$ cat src/stp_pkg.sv
// Shared types and constants for the software timer pool.
// No dependencies; every other file of the block refers to this package.
package stp_pkg;

    localparam int NUM_TIMERS = 16;
    localparam int IDX_W      = (NUM_TIMERS > 1) ? $clog2(NUM_TIMERS) : 1;
    localparam int TICK_W     = 32;
    localparam int CMD_W      = 3;
    localparam int TIDX_W     = 8;

    typedef enum logic [CMD_W-1:0] {
        CMD_TICK    = 3'd0,
        CMD_START   = 3'd1,
        CMD_CHECK   = 3'd2,
        CMD_STOP    = 3'd3,
        CMD_WAIT    = 3'd4,
        CMD_RESTART = 3'd5
    } t_cmd;

    typedef enum logic [1:0] {
        TS_STOPPED = 2'd0,
        TS_RUNNING = 2'd1,
        TS_EXPIRED = 2'd2,
        TS_WAITING = 2'd3
    } t_tstate;

    // Commands from the controller to the datapath.
    typedef struct packed {
        logic capture;
        logic exec;
    } t_ctrl;

endpackage

$ cat src/software_timer_pool.sv
// Top level of the software timer pool.
// Depends on stp_pkg, stp_ctrl and stp_datapath.
//
//  Channel   Handshake             Payload
//  -------   --------------------  --------------------------------------------
//  request   i_start / o_busy      i_cmd, i_timer_index, i_timeout_value
//  result    o_done (one cycle)    o_expired, o_timer_state, o_bad_index
//
// Each request is accepted, then executed. In the accept cycle the addressed entry
// is read from the timer store, and in the following execute cycle the entry is
// updated and the result registered. o_busy is high during the execute cycle.
// The result appears on the ports in the cycle after execution, and a new
// request may be accepted in that same cycle, but none while one is executing.
// Reset (i_rst_n low at a clock edge) clears the tick counter and marks every
// timer stopped, disabled and empty at once; no clearing pass is needed.
// The receiver cannot stall results; nothing in the block waits on it.
module software_timer_pool (
    input  logic                      i_clk,
    input  logic                      i_rst_n,
    input  logic                      i_start,
    output logic                      o_busy,
    input  logic [stp_pkg::CMD_W-1:0]  i_cmd,
    input  logic [stp_pkg::TIDX_W-1:0] i_timer_index,
    input  logic [stp_pkg::TICK_W-1:0] i_timeout_value,
    output logic                      o_done,
    output logic                      o_expired,
    output logic [1:0]                o_timer_state,
    output logic                      o_bad_index
);

    // Capture and execute commands from the sequencer to the datapath.
    stp_pkg::t_ctrl ctrl;

    stp_ctrl u_ctrl (
        .i_clk   (i_clk),
        .i_rst_n (i_rst_n),
        .i_start (i_start),
        .o_busy  (o_busy),
        .o_ctrl  (ctrl)
    );

    // The datapath holds the tick counter, the per-timer store and the result.
    stp_datapath u_datapath (
        .i_clk           (i_clk),
        .i_rst_n         (i_rst_n),
        .i_ctrl          (ctrl),
        .i_cmd           (i_cmd),
        .i_timer_index   (i_timer_index),
        .i_timeout_value (i_timeout_value),
        .o_done          (o_done),
        .o_expired       (o_expired),
        .o_timer_state   (o_timer_state),
        .o_bad_index     (o_bad_index)
    );

endmodule

$ cat src/stp_ctrl.sv
// Controller of the software timer pool: a two-state sequencer.
// Depends on stp_pkg for the command struct.
module stp_ctrl (
    input  logic          i_clk,
    input  logic          i_rst_n,
    input  logic          i_start,
    output logic          o_busy,
    output stp_pkg::t_ctrl o_ctrl
);

    typedef enum logic [1:0] {
        ST_IDLE = 2'b01,
        ST_EXEC = 2'b10
    } t_state;

    t_state r_state;
    t_state n_state;

    always_comb begin
        n_state = r_state;
        unique case (r_state)
            ST_IDLE: begin
                if (i_start) begin
                    n_state = ST_EXEC;
                end
            end
            ST_EXEC: begin
                n_state = ST_IDLE;
            end
            default: begin
                n_state = ST_IDLE;
            end
        endcase
    end

    always_ff @(posedge i_clk) begin
        if (!i_rst_n) begin
            r_state <= ST_IDLE;
        end else begin
            r_state <= n_state;
        end
    end

    assign o_busy         = (r_state != ST_IDLE);
    assign o_ctrl.capture = (r_state == ST_IDLE) && i_start;
    assign o_ctrl.exec    = (r_state == ST_EXEC);

    // A captured request is always executed in the very next cycle.
    a_capture_then_exec: assert property (@(posedge i_clk) disable iff (!i_rst_n)
        o_ctrl.capture |=> o_ctrl.exec)
        else $error("captured request not executed next cycle");

    // Execution lasts a single cycle and never overlaps a capture.
    a_exec_single: assert property (@(posedge i_clk) disable iff (!i_rst_n)
        o_ctrl.exec |-> !o_ctrl.capture ##1 !o_ctrl.exec)
        else $error("execute cycle repeated or overlapped capture");

endmodule

$ cat src/stp_datapath.sv
// Datapath of the software timer pool: tick counter, timer store and result registers.
// Depends on stp_pkg; driven by the command struct from stp_ctrl.
module stp_datapath (
    input  logic                      i_clk,
    input  logic                      i_rst_n,
    input  stp_pkg::t_ctrl            i_ctrl,
    input  logic [stp_pkg::CMD_W-1:0]  i_cmd,
    input  logic [stp_pkg::TIDX_W-1:0] i_timer_index,
    input  logic [stp_pkg::TICK_W-1:0] i_timeout_value,
    output logic                      o_done,
    output logic                      o_expired,
    output logic [1:0]                o_timer_state,
    output logic                      o_bad_index
);

    localparam int N  = stp_pkg::NUM_TIMERS;
    localparam int IW = stp_pkg::IDX_W;
    localparam int TW = stp_pkg::TICK_W;

    // Stamp (upper half) and timeout (lower half) of each timer.
    logic [2*TW-1:0] mem [N];

    logic                      r_valid [N];
    stp_pkg::t_tstate          r_tstate [N];
    logic                      r_en [N];
    logic [TW-1:0]             r_tick;

    logic [stp_pkg::CMD_W-1:0]  r_cmd;
    logic [stp_pkg::TIDX_W-1:0] r_idx;
    logic [TW-1:0]             r_tmo;
    logic [2*TW-1:0]           r_rd_word;
    logic                      r_rd_valid;

    logic                      r_done;
    logic                      r_expired;
    stp_pkg::t_tstate          r_res_state;
    logic                      r_bad;

    logic [IW-1:0]             rd_addr;
    logic [IW-1:0]             ex_addr;
    logic                      in_range;
    logic [TW-1:0]             cur_stamp;
    logic [TW-1:0]             cur_tmo;
    logic [TW-1:0]             elapsed;
    logic                      elapsed_hit;

    logic                      wr_mem;
    logic [2*TW-1:0]           wr_word;
    logic                      set_valid;
    logic                      clr_valid;
    logic                      upd_entry;
    stp_pkg::t_tstate          new_state;
    logic                      new_en;
    logic                      tick_inc;
    logic                      n_expired;
    stp_pkg::t_tstate          n_res_state;
    logic                      n_bad;

    assign rd_addr   = i_timer_index[IW-1:0];
    assign ex_addr   = r_idx[IW-1:0];
    assign in_range  = ({1'b0, r_idx} < 9'(N));
    assign cur_stamp = r_rd_valid ? r_rd_word[2*TW-1:TW] : '0;
    assign cur_tmo   = r_rd_valid ? r_rd_word[TW-1:0]    : '0;
    assign elapsed   = r_tick - cur_stamp;
    assign elapsed_hit = r_en[ex_addr] && (elapsed >= cur_tmo);

    always_comb begin
        wr_mem      = 1'b0;
        wr_word     = {r_tick, r_tmo};
        set_valid   = 1'b0;
        clr_valid   = 1'b0;
        upd_entry   = 1'b0;
        new_state   = r_tstate[ex_addr];
        new_en      = r_en[ex_addr];
        tick_inc    = 1'b0;
        n_expired   = 1'b0;
        n_res_state = stp_pkg::TS_STOPPED;
        n_bad       = 1'b0;
        unique case (stp_pkg::t_cmd'(r_cmd)) inside
            stp_pkg::CMD_TICK: begin
                tick_inc = 1'b1;
            end
            stp_pkg::CMD_START, stp_pkg::CMD_CHECK, stp_pkg::CMD_STOP,
            stp_pkg::CMD_WAIT, stp_pkg::CMD_RESTART: begin
                if (!in_range) begin
                    n_bad = 1'b1;
                end else begin
                    upd_entry = 1'b1;
                    unique case (stp_pkg::t_cmd'(r_cmd))
                        stp_pkg::CMD_START: begin
                            wr_mem    = 1'b1;
                            set_valid = 1'b1;
                            new_state = stp_pkg::TS_RUNNING;
                            new_en    = 1'b1;
                        end
                        stp_pkg::CMD_CHECK: begin
                            if (elapsed_hit) begin
                                new_state = stp_pkg::TS_EXPIRED;
                                n_expired = 1'b1;
                            end
                        end
                        stp_pkg::CMD_STOP: begin
                            clr_valid = 1'b1;
                            new_state = stp_pkg::TS_STOPPED;
                            new_en    = 1'b0;
                        end
                        stp_pkg::CMD_WAIT: begin
                            new_state = stp_pkg::TS_WAITING;
                            new_en    = 1'b0;
                        end
                        default: begin
                            // Restart keeps the stored timeout, zero if the entry was cleared.
                            wr_mem    = 1'b1;
                            wr_word   = {r_tick, cur_tmo};
                            set_valid = 1'b1;
                            new_state = stp_pkg::TS_RUNNING;
                            new_en    = 1'b1;
                        end
                    endcase
                    n_res_state = new_state;
                end
            end
            default: begin
            end
        endcase
    end

    always_ff @(posedge i_clk) begin
        if (i_ctrl.capture) begin
            r_cmd      <= i_cmd;
            r_idx      <= i_timer_index;
            r_tmo      <= i_timeout_value;
            r_rd_word  <= mem[rd_addr];
            r_rd_valid <= r_valid[rd_addr];
        end
        if (i_ctrl.exec && wr_mem) begin
            mem[ex_addr] <= wr_word;
        end
        if (i_ctrl.exec) begin
            r_expired   <= n_expired;
            r_res_state <= n_res_state;
            r_bad       <= n_bad;
        end
    end

    always_ff @(posedge i_clk) begin
        if (!i_rst_n) begin
            r_tick <= '0;
            r_done <= 1'b0;
            for (int k = 0; k < N; k++) begin
                r_valid[k]  <= 1'b0;
                r_tstate[k] <= stp_pkg::TS_STOPPED;
                r_en[k]     <= 1'b0;
            end
        end else begin
            r_done <= i_ctrl.exec;
            if (i_ctrl.exec && tick_inc) begin
                r_tick <= r_tick + TW'(1);
            end
            if (i_ctrl.exec && upd_entry) begin
                r_tstate[ex_addr] <= new_state;
                r_en[ex_addr]     <= new_en;
                if (set_valid) begin
                    r_valid[ex_addr] <= 1'b1;
                end else if (clr_valid) begin
                    r_valid[ex_addr] <= 1'b0;
                end
            end
        end
    end

    assign o_done        = r_done;
    assign o_expired     = r_expired;
    assign o_timer_state = r_res_state;
    assign o_bad_index   = r_bad;

    // A result strobe appears in the cycle after each execute cycle.
    a_done_follows_exec: assert property (@(posedge i_clk) disable iff (!i_rst_n)
        r_done == $past(i_ctrl.exec))
        else $error("result strobe not aligned with execute cycle");

    // A flagged index never reports expiry or a nonzero state.
    a_bad_clean: assert property (@(posedge i_clk) disable iff (!i_rst_n)
        (r_done && r_bad) |-> (!r_expired && r_res_state == stp_pkg::TS_STOPPED))
        else $error("bad index result carries expiry or state");

    // Expiry is only ever reported together with the expired state.
    a_hit_state: assert property (@(posedge i_clk) disable iff (!i_rst_n)
        (r_done && r_expired) |-> (r_res_state == stp_pkg::TS_EXPIRED))
        else $error("expiry reported without expired state");

endmodule
$ cat config.mk
export PLATFORM = sky130hd
export DESIGN_NAME = software_timer_pool
export DESIGN_NICKNAME = d
export VERILOG_FILES = /design/src/stp_pkg.sv /design/src/software_timer_pool.sv /design/src/stp_ctrl.sv /design/src/stp_datapath.sv
export SDC_FILE = /design/constraint.sdc
export NUM_CORES = 1
export LEC_CHECK = 0
export BUFFER_PORTS_ARGS = -buffer_cell sky130_fd_sc_hd__buf_2
export CAP_MARGIN = 20
export CORE_MARGIN = 4
export CORE_UTILIZATION = 55
export CTS_BUF_LIST = sky130_fd_sc_hd__clkbuf_8 sky130_fd_sc_hd__clkbuf_16
export DETAILED_ROUTE_END_ITERATION = 12
export PLACE_DENSITY = 0.76
export SLEW_MARGIN = 5
export SYNTH_ARGS = -nofsm -noshare
export SYNTH_HDL_FRONTEND = slang
export SYNTH_SLANG_ARGS = --single-unit
$ cat constraint.sdc
create_clock -name i_clk -period 15.32 [get_ports i_clk]
set_input_delay 1.532 -clock i_clk [delete_from_list [all_inputs] [get_ports i_clk]]
set_output_delay 1.532 -clock i_clk [all_outputs]
set_load 0.03 [all_outputs]
Word-level counts from Yosys, hierarchy flattened
Memory sizes are Yosys's and may differ from the RTL's. A register that Yosys moved wholly into a read port is not among the register bits.
Cells that the tools add are included.
{"block": "word_totals", "register_bits": 82, "ramBits": 1088, "inputBits": 46, "out_inout_bits": 6, "wordCells": 92, "mem_count": 4}
{"block": "classes", "n_addsub": 2, "order_cmp": 2, "eq_ne": 8, "n_mux": 50, "n_bitwise": 1, "n_reduce_logical": 16}
{"memory": "u_datapath.mem", "words": 16, "width": 64, "rd": 1, "rd_clocked_by_memory_dff": 1, "write_ports": 1, "line": "stp_datapath.sv:21", "text": "logic [2*TW-1:0] mem [N];"}
{"memory": "u_datapath.r_tstate", "words": 16, "width": 2, "rd": 1, "rd_clocked_by_memory_dff": 1, "write_ports": 16, "line": "stp_datapath.sv:24", "text": "stp_pkg::t_tstate r_tstate [N];"}
{"memory": "u_datapath.r_en", "words": 16, "width": 1, "rd": 1, "rd_clocked_by_memory_dff": 1, "write_ports": 16, "line": "stp_datapath.sv:25", "text": "logic r_en [N];"}
{"memory": "u_datapath.r_valid", "words": 16, "width": 1, "rd": 1, "rd_clocked_by_memory_dff": 1, "write_ports": 16, "line": "stp_datapath.sv:23", "text": "logic r_valid [N];"}
{"operator": "32-bit 2-to-1 mux", "n": 5}
{"operator": "1-bit 2-to-1 mux", "n": 34}
{"operator": "32-bit by 1-bit adder with 32-bit output (second input constant)", "n": 1}
{"operator": "32-bit greater-or-equal comparator", "n": 1}
{"operator": "32-bit subtractor", "n": 1}
{"operator": "4-bit 2-to-1 mux", "n": 5}
{"operator": "8-bit by 5-bit < comparator with 1-bit output (second input constant)", "n": 1}
{"operator": "2-bit 2-to-1 mux", "n": 4}
{"operator": "3-bit by 2-bit == test with 1-bit output (second input constant)", "n": 2}
{"operator": "3-bit == test (second input constant)", "n": 2}
{"operator": "2-bit case mux with 3 select lines", "n": 1}
{"operator": "1-bit logical AND", "n": 5}
{"operator": "5-bit OR reduction", "n": 1}
{"operator": "2-bit AND reduction", "n": 2}
{"operator": "2-bit OR reduction", "n": 2}
{"operator": "4-bit OR reduction", "n": 1}
{"operator": "3-bit by 1-bit == test with 1-bit output (second input constant)", "n": 1}
{"operator": "3-bit zero test", "n": 1}
{"operator": "3-bit AND reduction", "n": 1}
{"operator": "3-bit OR reduction", "n": 1}
{"operator": "2-bit by 1-bit == test with 1-bit output (second input constant)", "n": 1}
{"operator": "2-bit == test (second input constant)", "n": 1}
{"operator": "2-bit by 1-bit inequality test with 1-bit output (second input constant)", "n": 1}
{"operator": "1-bit case mux with 2 select lines", "n": 1}
{"operator": "2 further kinds", "n": 3}

Depth between registers and ports, before layout
Gate-level depths: netlist of run 1.
{"block": "depth", "ltp_word": 12, "ltp_mapped": 26, "depth_no_buf": 23}

Cells and area by module
Synthesis of run 1 repeated with hierarchy kept, for this count alone.
{"block": "hier_totals", "cells_unflattened": 2434, "hier_area_um2": 49129.6}
{"module": "stp_datapath", "n_inst": 1, "cells_each": 2427, "area_per_inst_um2": 49048.3, "seq_area_each_um2": 36455.0}
{"module": "stp_ctrl", "n_inst": 1, "cells_each": 7, "area_per_inst_um2": 81.3, "seq_area_each_um2": 40.0}

Least setup slack after synthesis of run 1
Ideal clock, no wire load.
{"block": "synth_path", "path_type": "reg-to-reg", "from": "register u_datapath.r_rd_valid, read port of u_datapath.r_valid", "to": "memory u_datapath.r_tstate[10][1] (netlist name) (data pin)", "setup_ns": 0.257, "arrival_ns": 4.884, "required_ns": 15.063, "slack_ns": 10.179, "path_stages_with_launch": 26, "n_path_buf": 4, "period_less_slack_ns": 5.141, "path_cell_list": "edfxtp_1 -> clkbuf_1 -> clkbuf_1 -> clkbuf_1 -> nand2_1 -> fa_1 -> a211oi_1 -> o21ai_1 -> or3b_1 -> o21ai_1 -> a31oi_1 -> o21ai_1 -> a21o_1 -> a21oi_1 -> xnor2_1 -> ha_1 -> a21o_1 -> a21o_1 -> a21oi_1 -> nor2b_1 -> o21ai_0 -> a21oi_1 -> or3_4 -> o211ai_4 -> buf_8 -> nor2_2"}
{"item": "start, declared", "line": "stp_datapath.sv:32", "text": "logic r_rd_valid;"}
{"item": "end, declared", "line": "stp_datapath.sv:24"}

==> impl_metrics.json, run 1 <==
{
  "status": "complete, no violations",
  "drt-wirelength-per-cell_um": 29.5,
  "antenna_found_initial": 0,
  "syn_area_um2": 49200,
  "totalWireLength_um": 112000,
  "seqCellArea_um2": 36500,
  "drive_gt1_share_pct": 25.6,
  "post-route-min-period_ns": 6.27,
  "fillers": 5807,
  "synth-seq-cells": 1239,
  "slew_headroom_pct": 23.6,
  "synth_area_leader_cell": "edfxtp_1",
  "clock_latency_ns": 0.68,
  "yosysWarnings": 0,
  "tns_ns": 0,
  "place_congestion": 0.863,
  "cts.repair.resized": 0,
  "diodes": 0,
  "grt_pass1_vias": 25924,
  "fmax_mhz": 160,
  "cts_made_buffers": 116,
  "finalMaxSlewViolations": 0,
  "syn_area_per_cell_um2": 20.3,
  "ant_nets": 0,
  "grtUsageMet3_pct": 3.51,
  "syn_inst": 2421,
  "fin_worst_skew_ns": 0.0241,
  "core_um2": 88600,
  "gr-usage-met1_pct": 32.7,
  "cp_num_buf_inv": 2,
  "path_cells": "buf_4 > buf_4 > nand2_1 > ha_1 > a21o_1 > a21oi_1 > o2111a_1 > o21ai_1 > a31oi_1 > o21ai_1 > a21o_1 > a21oi_1 > xnor2_1 > ha_1 > a21o_1 > a21o_1 > a21oi_1 > nor2b_1 > o21ai_0 > a21oi_1 > nor3_1 > a211oi_2 > nor3_1",
  "ir_drop_mv": 0.0945,
  "hold_path_class": "register to register",
  "synthToLayoutAreaGrowth_pct": 11.8,
  "synth_area_leaders": "edfxtp_1 (71%), mux4_2 (15%), dfxtp_1 (2.9%)",
  "grt_max_degree": 116,
  "cts_buffer_depth": 3,
  "yosys-top-cells-count": "edfxtp_1 (1168), mux4_2 (331), nand2_1 (163)",
  "vias": 24784,
  "post_synth_num_cell_types": 68,
  "first_iter_violations": 3291,
  "die_width_um": 307,
  "ios": 52,
  "ys_async_sr_fraction_pct": 0,
  "viasPerCell": 6.51,
  "post_cts.repair.setup_buffers": 0,
  "grt_pass1_wl_um": 168000,
  "cts-root-buf": "clkbuf_16",
  "finalNetCount": 2656,
  "clkTransAtPathRegs_ns": 0.07,
  "synth-seq-area-share_pct": 74.1,
  "met2_usage_pct": 41.3,
  "path_max_fanout": 45,
  "cts_hold_buffers": 0,
  "p_total_uw": 6910,
  "slowest_stage": "a211oi_2",
  "synth_top_area_share_pct": 71.2,
  "rsz0062_at_grt": "false",
  "synthFlopType": "edfxtp_1",
  "fin_ws_ns": 9.05,
  "critical_path_class": "register to register",
  "crit_path_end_kind": "register",
  "die_h_um": 307,
  "multi_input_area_um2": 12400,
  "setup_viol": 0,
  "max_stage_delay_ns": 0.92,
  "cp_top_family": "compound AO/OA/AOI/OAI gates",
  "cts_tree": "built",
  "drc": 0,
  "leakage_uw": 0.0168,
  "maxCapViolCount": 0,
  "synth_most_common_cell": "edfxtp_1",
  "tightestPinTransition_ns": 1.14,
  "power_density_nw_per_um2": 126,
  "placed_cell_area_um2": 51100,
  "top_usage_layer": "met2",
  "cts_htree_levels": 3,
  "synth_nets": 2532,
  "required_ns": 15.69,
  "preCtsSetupSlack_ns": 9.22,
  "first_pass_iters": 6,
  "io_buffers": 51,
  "row_count": 109,
  "initial_utilization_pct": 55.5,
  "grt_usage_pct": 24.1,
  "synth_edf_count": 1168,
  "dp_hpwl_um": 57500,
  "die_area_um2": 94400,
  "overflow": 0,
  "finalInstanceArea_um2": 55000,
  "layout_worst_path_cycle_share_pct": 40.9,
  "arrival_ns": 6.64,
  "cts.sinks": 1239,
  "hold_violations": 0,
  "startpoint_type": "register"
}
==> worst min-delay path: cells and delay by family, from the launching register on <==
| kind | cells | cell delay, ns |
|---|---|---|
| AO/OA/AOI/OAI | 1 | 0.06 |
| AND/OR/NAND/NOR | 1 | 0.06 |
| flip-flops | 1 | 0.33 |
==> worst paths after layout <==
| path | from | end | slack [ns] | cells past startpoint |
|---|---|---|---|---|
| setup reg to reg | u_datapath.r_rd_valid | u_datapath.r_tstate[12][0] | 9.05 | 23 |
| hold / removal | u_datapath.r_en[6] | u_datapath.r_en[6] | 0.47 | 2 |
| hold reg to reg | u_datapath.r_en[6] | u_datapath.r_en[6] | 0.47 | 2 |
| setup / recovery | u_datapath.r_rd_valid | u_datapath.r_tstate[12][0] | 9.05 | 23 |
==> kinds of logic (layout without fill, tap and decap cells) <==
| group | count (synthesis) | in the layout | synth area share [%] |
|---|---|---|---|
| mux | 342 | 342 | 15.7 |
| flops | 1239 | 1239 | 74.1 |
| compound gates | 195 | 195 | 2.65 |
| buf+inv | 128 | 350 | 1.02 |
| fa+ha+maj | 65 | 65 | 1.67 |
| xor+xnor | 55 | 55 | 0.979 |
| simple gates | 397 | 397 | 3.88 |
==> cell usage in the layout (no fill, tap or decap), types with 6 or more instances in the layout <==
master         n
clkinvlp_4     6
nor2_4        16
nand2_1      163
o21a_1         6
ha_1          64
xor2_1         7
or3_1         14
mux4_1         9
nand2b_1       6
clkinv_1      32
nand4_1       16
xnor2_1       48
mux4_2       331
edfxtp_1    1168
buf_2         54
buf_4         58
a21o_1        24
clkbuf_16    118
clkinv_2      17
and3_1         8
and2_1        33
dfxtp_1       71
nor2_1        36
bufinv_16     15
o21ai_0       66
nor2b_1        8
inv_1         33
nor2_2        11
nor3_1        21
a21oi_1       35
o221a_2       17
nand3_1       47
o21ai_1        8
==> stage by stage <==
stage | util [%] | hold slack (ns) | cells
floorplan | - | 0.435 | 2421
global route | 62.1 | 0.515 | 3808
finish | 62.1 | 0.474 | 3808
global placement | 57.6 | 0.445 | 3576
CTS | 62.0 | 0.475 | 3806
detailed placement | 57.7 | 0.459 | 3590
==> routing by layer <==
layer,part of all wire [%],vias up
li1,-,10237
met1,37,12954
met2,52,1361
met3,8.3,232
met4,3.0,0
met5,0,-
==> final cells by class <==
type / count / share of cell area (%)
clock buffer: 120 / 5.42
clock inverter: 96 / 1.56
inverter: 17 / 0.125
multi-input combinational: 1054 / 22.5
sequential: 1239 / 66.3
tap: 1165 / 2.65
timing repair buffer: 117 / 1.44
==> power by group <==
part           total [µW]  switching [µW]  internal, µW
combinational         288             169           119
sequential           3730            16.8          3710
clock                2900            1240          1660
==> registers in the layout (all words and copies together) (netlist names), 8 cells and up, named ones only <==
signal and flops:
u_datapath.mem 1024, u_datapath.r_rd_word 64, u_datapath.r_tick 32, u_datapath.r_tmo 32, u_datapath.r_tstate 32, u_datapath.r_en 16, u_datapath.r_valid 16, u_datapath.r_idx 8
Note: power is estimated with default switching activity, not from simulation.
==> run 2, diff against run 1 <==
==> constraint.sdc (replaced) <==
create_clock -name i_clk -period 5.84 [get_ports i_clk]
set_input_delay 0.584 -clock i_clk [delete_from_list [all_inputs] [get_ports i_clk]]
set_output_delay 0.584 -clock i_clk [all_outputs]
set_load 0.03 [all_outputs]
==> impl_metrics.json, run 2 (synthesis results as in run 1) <==
{
  "status": "complete, no violations",
  "first_iter_violations": 3086,
  "cts_made_buffers": 117,
  "p_sw_share_pct": 20.7,
  "diodes": 0,
  "reg_top3": "u_datapath.mem x1024, u_datapath.r_rd_word x64",
  "grt_usage_pct": 23.7,
  "cts_buffer_depth": 3,
  "initial_utilization_pct": 55.5,
  "hold_violations": 0,
  "fin_worst_skew_ns": 0.0631,
  "setup_viol": 0,
  "layout_worst_path_cycle_share_pct": 93.6,
  "fmax_mhz": 183,
  "dp_hpwl_um": 57100,
  "final_cell_mix": "edfxtp_1 (1168), mux4_2 (331), nand2_1 (163)",
  "die_h_um": 307,
  "grt_max_degree": 96,
  "fin_util_pct": 62.5,
  "slew_headroom_pct": 20.3,
  "vias": 24779,
  "arrival_ns": 5.89,
  "row_count": 109,
  "totalWireLength_um": 111000,
  "p_total_uw": 17900,
  "clock_power_share_pct": 41.2,
  "p_seq_share_pct": 54.5,
  "core_um2": 88600,
  "fillers": 5868,
  "cts_htree_levels": 3,
  "placed_cell_area_um2": 51600,
  "finalMaxSlewViolations": 0,
  "grt_pass1_wl_um": 166000,
  "die_width_um": 307,
  "ir_drop_mv": 0.242,
  "path_max_fanout": 49,
  "cp-startpoint": "u_datapath.r_rd_valid",
  "overflow": 0,
  "io_buffers": 51,
  "post-route-min-period_ns": 5.47,
  "r2r_start": "u_datapath.r_rd_valid",
  "clkTransAtPathRegs_ns": 0.06,
  "antenna_found_initial": 0,
  "p_switching_uw": 3720,
  "tightestPinTransition_ns": 1.20,
  "drt-wirelength-per-cell_um": 29.0,
  "hp-start": "i_timeout_value[25]",
  "drc": 0,
  "cts_hold_buffers": 0,
  "leakage_uw": 0.0170,
  "first_pass_iters": 5,
  "mostFrequentLayoutCell": "edfxtp_1",
  "power.internal_uw": 14200,
  "startpoint_type": "register",
  "max_stage_delay_ns": 0.45,
  "power_density_nw_per_um2": 324,
  "grt_pass1_vias": 25507,
  "viasPerCell": 6.47,
  "cts_tree": "built",
  "hold_path_class": "primary input to register",
  "path_cells": "buf_12 > nand2_1 > fa_1 > a211oi_1 > o21ai_1 > or3b_1 > o21ai_1 > a31oi_1 > o21ai_1 > a21o_1 > a21oi_1 > xnor2_1 > ha_1 > a21o_1 > a21o_1 > a21oi_1 > nor2b_1 > o21ai_0 > a21oi_1 > or3_4 > o211ai_4 > buf_12 > nor2_1",
  "power_frac_comb_pct": 4.3,
  "cts-root-buf": "clkbuf_16",
  "ios": 52,
  "regMostFlops": "u_datapath.mem",
  "finalInstanceArea_um2": 55400,
  "maxCapViolCount": 0,
  "synthToLayoutAreaGrowth_pct": 12.5,
  "die_area_um2": 94400,
  "crit_path_end_kind": "register",
  "cts.sinks": 1239,
  "largest_register_ffs": 1024,
  "ant_nets": 0,
  "place_congestion": 0.903,
  "slowest_stage": "fa_1",
  "tns_ns": 0,
  "clock_latency_ns": 0.72,
  "critical_path_class": "register to register",
  "rsz0062_at_grt": "false",
  "required_ns": 6.26,
  "drive_gt1_share_pct": 26.7,
  "finalNetCount": 2687
}
run 2: changes by cell type in the layout (fill, tap and decap cells not counted), sizes merged:
cell and delta:
bufinv -6, clkinv -4, clkbuf +6, inv +2
clkinvlp -4, buf +30
run 2: timing repair:
action                     in CTS  in global routing
resized for setup               0                  1
setup buffers                   0                  1
setup endpoints to repair       0                 18
run 2: per-stage QoR:
step           setup slack, ns  std cells  hold WS, ns
2_1_floorplan            0.699       2421        0.435
3_3_place_gp             0.335       3618        0.447
3_5_place_dp             0.277       3621        0.463
4_1_cts                  0.237       3831      0.00572
5_1_grt                 0.0212       3832       0.0305
6_report                 0.371       3832       0.0444
run 2: final cells by class:
type                            instances  area, µm²  share of cell area, %
Tap cell                             1165       1460                   2.63
Clock inverter                         84        694                   1.25
Multi-Input combinational cell       1054      12400                   22.3
Inverter                               17       68.8                  0.124
Timing Repair Buffer                  147       1250                   2.26
Clock buffer                          126       3060                   5.53
Sequential cell                      1239      36500                   65.9
run 2: per-layer routing:
metal | part of all wire, % | vias to the layer above | track usage (%) | wire (µm)
li1 | - | 10306 | - | -
met1 | 37 | 13072 | 32.0 | 41600
met2 | 53 | 1232 | 41.3 | 58600
met3 | 7.4 | 169 | 3.20 | 8190
met4 | 2.3 | 0 | 6.80 | 2560
met5 | 0 | - | 0 | 0
run 2: worst max-delay path, delay by kind of cell (launching register included):
kind / cells / cell delay (ns)
AOI/OAI and AO/OA: 13 / 2.59
adders and majority gates: 2 / 0.63
buffers and inverters: 2 / 0.49
and+or+nand+nor: 5 / 0.97
xor gates and xnor gates: 1 / 0.09
DFF: 1 / 0.39
run 2: power by group through the flow:
stage	clock network, µW	registers [µW]	logic [µW]
2_1_floorplan	0	9950	531
4_1_cts	7490	9780	768
3_3_place_gp	0	9960	730
3_5_place_dp	0	9960	762
6_report	7390	9780	765
5_1_grt	7900	9780	828
run 2: worst paths after layout:
kind | endpoint | slack, ns | depth (start not counted)
hold reg to reg | u_datapath.r_en[6] | 0.48 | 2
hold / removal | u_datapath.r_tmo[25] | 0.04 | 1
setup / recovery | u_datapath.r_tstate[0][1] | 0.37 | 23
setup reg to reg | u_datapath.r_tstate[0][1] | 0.37 | 23
==> run 3, diff against run 2 <==
--- a/config.mk
+++ b/config.mk
@@ -15,4 +15,5 @@
 export SLEW_MARGIN = 5
 export SYNTH_ARGS = -nofsm -noshare
 export SYNTH_HDL_FRONTEND = slang
+export SYNTH_HIERARCHICAL = 1
 export SYNTH_SLANG_ARGS = --single-unit
==> impl_metrics.json, run 3 <==
{
  "status": "complete, no violations",
  "hold_violations": 0,
  "clock_power_share_pct": 41.1,
  "grt_usage_pct": 24.0,
  "drc": 0,
  "fillers": 5748,
  "io_buffers": 51,
  "largest_register_ffs": 1024,
  "layout_worst_path_cycle_share_pct": 96.1,
  "die_area_um2": 94200,
  "ios": 52,
  "reg_top3": "u_datapath/mem x1024, u_datapath/r_rd_word x64",
  "clkTransAtPathRegs_ns": 0.06,
  "fin_worst_skew_ns": 0.0333,
  "synth_top_area_share_pct": 71.4,
  "cts_hold_buffers": 0,
  "synthToLayoutAreaGrowth_pct": 13.0,
  "post_synth_num_cell_types": 65,
  "antenna_found_initial": 0,
  "slowest_stage": "nor4_1",
  "path_max_fanout": 23,
  "setup_viol": 0,
  "routed-wl-met2_um": 56300,
  "cts-root-buf": "clkbuf_16",
  "startpoint_type": "register",
  "synth_most_common_cell": "edfxtp_1",
  "first_iter_violations": 3096,
  "place_congestion": 0.854,
  "cts_tree": "built",
  "cts.sinks": 1239,
  "power.internal_uw": 14300,
  "clock_latency_ns": 0.70,
  "core_um2": 88500,
  "cp.depth": 24,
  "syn_area_per_cell_um2": 20.2,
  "regMostFlops": "u_datapath/mem",
  "mostFrequentLayoutCell": "edfxtp_1",
  "r2r_start": "u_datapath/r_rd_valid",
  "arrival_ns": 6.04,
  "p_switching_uw": 3710,
  "synthFlopType": "edfxtp_1",
  "grt_pass1_vias": 25766,
  "post-route-min-period_ns": 5.61,
  "routed.top_layer": "met4",
  "first_pass_iters": 6,
  "hp-start": "i_timeout_value[4]",
  "vias": 24929,
  "p_seq_share_pct": 54.4,
  "crit_path_end_kind": "register",
  "ys_async_sr_fraction_pct": 0,
  "m1WireLength_um": 42300,
  "crit_top_cell": "buf_4",
  "finalMaxSlewViolations": 0,
  "synth-seq-area-share_pct": 74.3,
  "finalInstanceArea_um2": 55500,
  "cp_top_family": "compound AO/OA/AOI/OAI gates",
  "placed_cell_area_um2": 51600,
  "die_h_um": 307,
  "fmax_mhz": 178,
  "drive_gt1_share_pct": 26.1,
  "leakage_uw": 0.0176,
  "synth_edf_count": 1168,
  "totalWireLength_um": 111000,
  "synth_area_leader_cell": "edfxtp_1",
  "row_count": 109,
  "maxCapViolCount": 0,
  "syn_inst": 2434,
  "die_width_um": 307,
  "critical_path_class": "register to register",
  "initial_utilization_pct": 55.5,
  "grt_pass1_wl_um": 167000,
  "cp-startpoint": "u_datapath/r_rd_valid",
  "synth_nets": 2545,
  "yosysWarnings": 6,
  "ant_nets": 0,
  "cts_htree_levels": 3,
  "required_ns": 6.27,
  "final_cell_mix": "edfxtp_1 (1168), mux4_2 (340), nand2_1 (161)",
  "slew_headroom_pct": 28.0,
  "synth_area_leaders": "edfxtp_1 (71%), mux4_2 (16%), dfxtp_1 (2.9%)",
  "finalNetCount": 2723,
  "tightestPinTransition_ns": 1.08,
  "yosys-top-cells-count": "edfxtp_1 (1168), mux4_2 (340), nand2_1 (162)",
  "cts_made_buffers": 119,
  "cp_num_buf_inv": 5,
  "power_density_nw_per_um2": 324,
  "whs_path_depth": 1,
  "power_frac_comb_pct": 4.5,
  "tns_ns": 0,
  "path_cells": "buf_4 > buf_12 > nand2_1 > ha_1 > a21oi_1 > o211ai_1 > a31o_2 > o2bb2ai_1 > a22oi_1 > nand2b_1 > a21o_1 > a21o_1 > a21oi_1 > xnor2_1 > ha_1 > nand4_1 > or2_2 > nor4_1 > o41ai_4 > buf_4 > buf_4 > o31ai_4 > buf_12 > nor2_1",
  "p_sw_share_pct": 20.6,
  "synth-seq-cells": 1239,
  "syn_area_um2": 49100,
  "drt-wirelength-per-cell_um": 28.7,
  "ir_drop_mv": 0.219,
  "route.met3.wl_um": 9520,
  "cts_buffer_depth": 3,
  "overflow": 0,
  "fin_ws_ns": 0.228,
  "diodes": 0,
  "preCtsSetupSlack_ns": -0.114,
  "fin_util_pct": 62.7,
  "whs_ns": 0.0573,
  "reg2reg_slack_ns": 0.23,
  "max_stage_delay_ns": 0.55,
  "dp_hpwl_um": 58800,
  "hold_path_class": "primary input to register",
  "viasPerCell": 6.42,
  "reg2reg_depth": 24,
  "grt_max_degree": 101
}
## run 3: worst paths after layout
path                                 to
max          u_datapath/r_tstate[10][0]
min                 u_datapath/r_tmo[4]
max reg2reg  u_datapath/r_tstate[10][0]
min reg2reg          u_datapath/r_en[8]
## run 3: power groups by stage
stage	logic (µW)	clock network (µW)	registers [µW]
finish	818	7390	9790
global placement	774	0	9970
global route	885	7930	9790
floorplan	558	0	9950
detailed placement	800	0	9970
CTS	809	7510	9790
## run 3: cell type report
cell class / instances / area [µm²] / area share (%)
Clock inverter: 105 / 790 / 1.42
Clock buffer: 121 / 3030 / 5.45
Sequential cell: 1239 / 36500 / 65.7
Multi-Input combinational cell: 1067 / 12300 / 22.2
Timing Repair Buffer: 168 / 1390 / 2.50
Tap cell: 1165 / 1460 / 2.63
Inverter: 17 / 63.8 / 0.115
## run 3: cell families after synthesis
group                    count (synthesis)  synth area share [%]
flip-flops                            1239                  74.3
AND/OR/NAND/NOR                        394                  3.75
multiplexers                           346                  15.7
AO/OA/AOI/OAI                          212                  2.67
buffers and inverters                  128                  1.01
adder cells (fa/ha/maj)                 65                  1.67
XOR/XNOR                                50                 0.891
## run 3: what timing repair did
action	in CTS	in global routing
gates resized for setup	2	2
pin swaps	0	3
setup endpoints to repair	33	34
gates cloned	0	1
setup buffers	0	5
## run 3: layer usage
| layer | vias to the layer above | track usage [%] |
|---|---|---|
| met4 | 0 | 7.67 |
| met2 | 1338 | 39.8 |
| met5 | - | 0 |
| li1 | 10354 | - |
| met3 | 211 | 3.51 |
| met1 | 13026 | 33.5 |
## run 3: through the flow
stage / power [µW] / std cells
2_1_floorplan: 10500 / 2434
3_3_place_gp: 10700 / 3649
3_5_place_dp: 10800 / 3649
4_1_cts: 18100 / 3875
5_1_grt: 18600 / 3882
6_report: 18000 / 3882
